==> src/rtl/core/lat_pkg.sv <==
// Package of the line/address table lookup block: widths, codes, FSM state,
// controller/datapath command and status types. No dependencies.
package lat_pkg;

  localparam int LINE_W            = 20;
  localparam int ADDR_W            = 20;
  localparam int DELTA_W           = 8;
  localparam int TABLE_ENTRIES_DEF = 256;

  localparam logic [LINE_W-1:0] FIRST_LINE_RST = LINE_W'(1);

  localparam logic OP_APPEND = 1'b0;
  localparam logic OP_QUERY  = 1'b1;

  typedef enum logic [2:0] {
    ST_IDLE,
    ST_APPEND,
    ST_Q0,
    ST_SCAN,
    ST_NEXT,
    ST_FINISH
  } lat_state_t;

  typedef struct packed {
    logic capture;    // latch the accepted input transaction
    logic append;     // store one appended entry
    logic q_start;    // check entry zero, start the scan
    logic scan_step;  // compare one stored entry
    logic take_next;  // capture the entry after the match
    logic load_out;   // move the result into the output register
  } lat_cmd_t;

  typedef struct packed {
    logic req_op;      // op of the offered input transaction
    logic match0;      // entry zero holds the query line
    logic match_k;     // stored entry under scan holds the query line
    logic count_zero;  // nothing appended yet
    logic at_last;     // entry under scan is the last one
    logic out_free;    // output register can take a result
  } lat_status_t;

endpackage

==> src/rtl/core/lat_ctrl.sv <==
// Controller FSM of the line/address table lookup block.
// Depends on lat_pkg (state, command and status types).
module lat_ctrl import lat_pkg::*; (
  input  logic        clk,
  input  logic        rst,
  input  logic        req_valid,
  output logic        req_ready,
  input  lat_status_t status,
  output lat_cmd_t    cmd
);

  lat_state_t state, state_next;

  always_ff @(posedge clk) begin
    if (rst) begin
      state <= ST_IDLE;
    end else begin
      state <= state_next;
    end
  end

  always_comb begin
    state_next = state;
    unique case (state)
      ST_IDLE: begin
        if (req_valid) begin
          state_next = (status.req_op == OP_QUERY) ? ST_Q0 : ST_APPEND;
        end
      end
      ST_APPEND: state_next = ST_IDLE;
      ST_Q0: begin
        if (status.count_zero) begin
          state_next = ST_FINISH;
        end else if (status.match0) begin
          state_next = ST_NEXT;
        end else begin
          state_next = ST_SCAN;
        end
      end
      ST_SCAN: begin
        if (status.match_k) begin
          state_next = status.at_last ? ST_FINISH : ST_NEXT;
        end else if (status.at_last) begin
          state_next = ST_FINISH;
        end
      end
      ST_NEXT: state_next = ST_FINISH;
      ST_FINISH: begin
        if (status.out_free) begin
          state_next = ST_IDLE;
        end
      end
      default: state_next = ST_IDLE;
    endcase
  end

  always_comb begin
    cmd       = '0;
    req_ready = 1'b0;
    unique case (state)
      ST_IDLE: begin
        req_ready   = 1'b1;
        cmd.capture = req_valid;
      end
      ST_APPEND: cmd.append    = 1'b1;
      ST_Q0:     cmd.q_start   = 1'b1;
      ST_SCAN:   cmd.scan_step = 1'b1;
      ST_NEXT:   cmd.take_next = 1'b1;
      ST_FINISH: cmd.load_out  = status.out_free;
      default: ;
    endcase
  end

endmodule

==> config.mk <==
export PLATFORM = sky130hd
export DESIGN_NAME = lat_ctrl
export DESIGN_NICKNAME = d
export VERILOG_FILES = /design/src/rtl/core/lat_pkg.sv /design/src/rtl/core/lat_ctrl.sv
export SDC_FILE = /design/constraint.sdc
export NUM_CORES = 1
export LEC_CHECK = 0
export BUFFER_PORTS_ARGS = -buffer_cell sky130_fd_sc_hd__buf_2
export CAP_MARGIN = 20
export CORE_AREA = 4 4 41 43
export CTS_CLUSTER_DIAMETER = 40
export DETAILED_ROUTE_END_ITERATION = 12
export DIE_AREA = 0 0 45 47
export HOLD_SLACK_MARGIN = 0.03
export MAX_ROUTING_LAYER = met4
export PLACE_DENSITY = 0.49
export SLEW_MARGIN = 40
export SYNTH_ARGS = -nofsm -noshare
export SYNTH_HDL_FRONTEND = slang
export SYNTH_SLANG_ARGS = --single-unit
export TNS_END_PERCENT = 20
==> constraint.sdc <==
create_clock -name clk -period 1.5 [get_ports clk]
set_input_delay 0.3 -clock clk [delete_from_list [all_inputs] [get_ports clk]]
set_output_delay 0.3 -clock clk [all_outputs]
set_load 0.05 [all_outputs]
After elaboration in Yosys (flattened, before gate mapping)
Cells that the tools add are included.
{ "totals": {"ff_bits": 3, "input_bits": 9} }
{ "op_classes": {"reduce_logical": 2, "eq_ne": 8, "mux": 16} }
{ "op_table": {"columns": ["operator", "count"], "rows": [
  ["3-bit two-way mux", 6],
  ["3-bit case mux with 5 select lines", 1],
  ["1-bit two-way mux", 8],
  ["3-bit by 2-bit == test with 1-bit output (second input constant)", 2],
  ["3-bit == test (second input constant)", 2],
  ["2-bit != test (second input constant)", 2],
  ["3-bit by 1-bit == test with 1-bit output (second input constant)", 1],
  ["3-bit logical NOT", 1],
  ["3-bit != test (second input constant)", 1],
  ["3-bit AND reduction", 1],
  ["2-bit two-way mux", 1]
]} }

Depth between registers and ports, before layout
{ "depth": {"word_depth": 3, "depth_mapped": 4, "mapped_depth_nobuf": 3} }

Worst setup path after synthesis
No wires, ideal clock.
{ "synth_timing": {"kind": "register to output", "start": "register state[0]", "end": "output cmd[5] (netlist bit)", "path_stages_with_launch": 4, "path_buffers": 1, "t_required_ns": 1.200, "arrival_time_ns": 2.196, "setup_slack_ns": -0.996, "cell_sequence": "dfxtp_1 -> clkbuf_1 -> nor3_1 -> and2_1"} }
{ "synth_rtl": {"columns": ["element", "line", "text"], "rows": [
  ["from (decl)", "lat_ctrl.sv:12", "lat_state_t state, state_next;"],
  ["from (signal assigned)", "lat_ctrl.sv:18", "state <= state_next;"],
  ["to (decl)", "lat_ctrl.sv:9", "output lat_cmd_t cmd"]
]} }

==> flow_summary.toml <==
[worst_setup_path]
cp_max_fo = 6
cp.required_ps = 1200
max_stage_delay_ps = 320
end_kind = "output port"
r2r_setup_slack_ps = 280
critPathKind = "reg -> out"
crit_chain = "and2b_2 > nor2b_1 > buf_6"
arrival_ps = 1170
critPathSlowestCell = "dfxtp_2"
start_kind = "flip-flop"

[flow_run]
maxCapViolations = 0

[drt]
drcViolationCount = 0
wl_microns = 767
drtIter0Drc = 1
post_drt_wl_per_cell_microns = 10.96
vias_per_cell = 4.757
num_vias = 333
postRouteAntennaNets = 0
first_pass_iters = 3

[floorplanning]
coreArea_sq_mm = 0.001301
start_util_pct = 21.92
die_x_microns = 45
die_height_microns = 47
die_area_sq_mm = 0.002115
row_count = 13
io_pins = 16

[clocking]
clk_pin_slew_ps = 40
htree_levels = 1
clock_latency_ps = 240
cts_setup_buffers = 0
cts_tree = "done"
cts_root_buf = "clkbuf_4"
cts_buffer_depth = 2
cts_hold_buf = 0
cts.sinks = 3
numCtsBuffers = 3

[placed_design]
place.gp.congestion = 0.7189
port-buffer-count = 15

[timing]
finalCritPeriodShare_pct = 97.82
max-slew-margin-rel_pct = 76.47
slew_violations = 0
timing.fmax_mhz = 681.5
period_needed_ps = 1467
final_hold_viol_count = 0
rsz0062_at_grt = "true"
fin_tns_setup_ps = 0
tightest_slew_ps = 348.5
skew_ps = 3.212
finalSetupViolations = 0

[synthesis]
ys_ff_latch = 3
synth.avg_cell_area_sq_um = 7.924
yosysUniqueCellTypes = 24
synth-edff-count = 0
synth_fp_nets = 45
netlist_area_sq_um = 285.3
synth-async-reset-ratio_pct = 0
synth_top_flop_cell = "dfxtp_1"
ys_warn_count = 0
seq_area_frac_synth_pct = 21.05
syn_inst = 36

[final_layout]
num-fill-cells = 150
multi_input_area_sq_um = 227.7
nets = 65
post-route-util_pct = 36.73
regArea_sq_um = 68.82
reg.largest.list = "state (3)"
final_cell_mix = "10 x buf_2, 5 x buf_6, 4 x clkbuf_4, 3 x a21oi_1, 3 x nand2b_1"
top_register = "state"
largest_reg_flops = 3
layout_commonest_cell = "buf_2"
drive_gt1_share_pct = 58.18
antenna_cells = 0
areaGrowthSynthToFinish_pct = 67.54

[grt]
gr-usage-all-layers_pct = 8.646
grt_pass1_vias = 342
grt_pass1_wl_microns = 1317
antenna_found_initial = 0
grt_max_degree = 15
grt-ovfl-total = 0

[min_path]
hold_class = "in -> reg"

[pwr]
cellLeakagePower_nw = 0.2024
power_density_mw_per_mm2 = 831.4
vdd_ir_drop_max_uv = 324.0

[run_status]
status = "complete, no violations"
## cells by family after synthesis
logic type	after synthesis	share of synthesized area, %
and+or+nand+nor	22	51.75
buffers and inverters	3	5.700
AOI/OAI and AO/OA	8	21.49
DFF	3	21.05
## per-layer routing
layer,track usage [%],wire length (microns),up-vias
met5,-,0,-
met4,3.509,12,0
met3,1.533,51,3
met2,13.84,320,16
met1,10.68,382,143
li1,-,-,171
## area by class of cell
cell class	count	area share, %
multi-input combinational	30	47.64
timing repair buffer	18	28.53
sequential	3	14.40
clock buffer	4	5.497
tap	15	3.927
## critical path: cells and delay by family, from the launching register on
family,cells,cell delay [ps]
simple gates,2,440
buf+inv,1,180
flops,1,320
## where the power goes
group / internal [mW] / switching, mW / leakage (nW)
clock network: 0.0998 / 0.0439 / 0.0150
registers: 0.0859 / 0.0123 / 0.0264
logic: 0.0665 / 0.0890 / 0.161
## through the flow
step	hold WS [ps]	power, mW	cells	setup slack, ps	area [sq um]
after floorplan	364.6	0.2006	36	-210.6	302.8
after global placement	516.8	0.2402	66	86.29	402.9
after detailed placement	511.1	0.2389	66	90.57	402.9
after CTS	255.5	0.3968	70	0.2756	456.7
after global routing	264.1	0.4185	70	-26.45	478.0
final	258.8	0.3974	70	32.70	478.0
## worst paths after layout
check	endpoint	cells past startpoint	startpoint
max reg2reg	state[2]$_SDFFE_PP0P_	3	state[0]$_SDFFE_PP0P_
min reg2reg	state[1]$_SDFFE_PP0P_	2	state[1]$_SDFFE_PP0P_
max	cmd[3]	3	state[2]$_SDFFE_PP0P_
min	state[1]$_SDFFE_PP0P_	2	rst
## synthesized netlist by cell type, drive strengths merged (2+ instances only)
cell	n	area [sq um]
nor2	2	7.510
dfxtp	3	60.06
nand3b	2	15.01
buf	2	12.51
nand2b	3	18.77
or3b	3	26.28
a21oi	3	15.01
and2	3	18.77
nor3b	2	15.01
## what timing repair did
item                                    CTS  global route
gates resized for setup                  11             7
endpoints found under the setup margin    7             7
endpoints found under the hold margin     0             0
pin swaps                                 1             2
No activity file was read; power rests on OpenSTA's default activity.
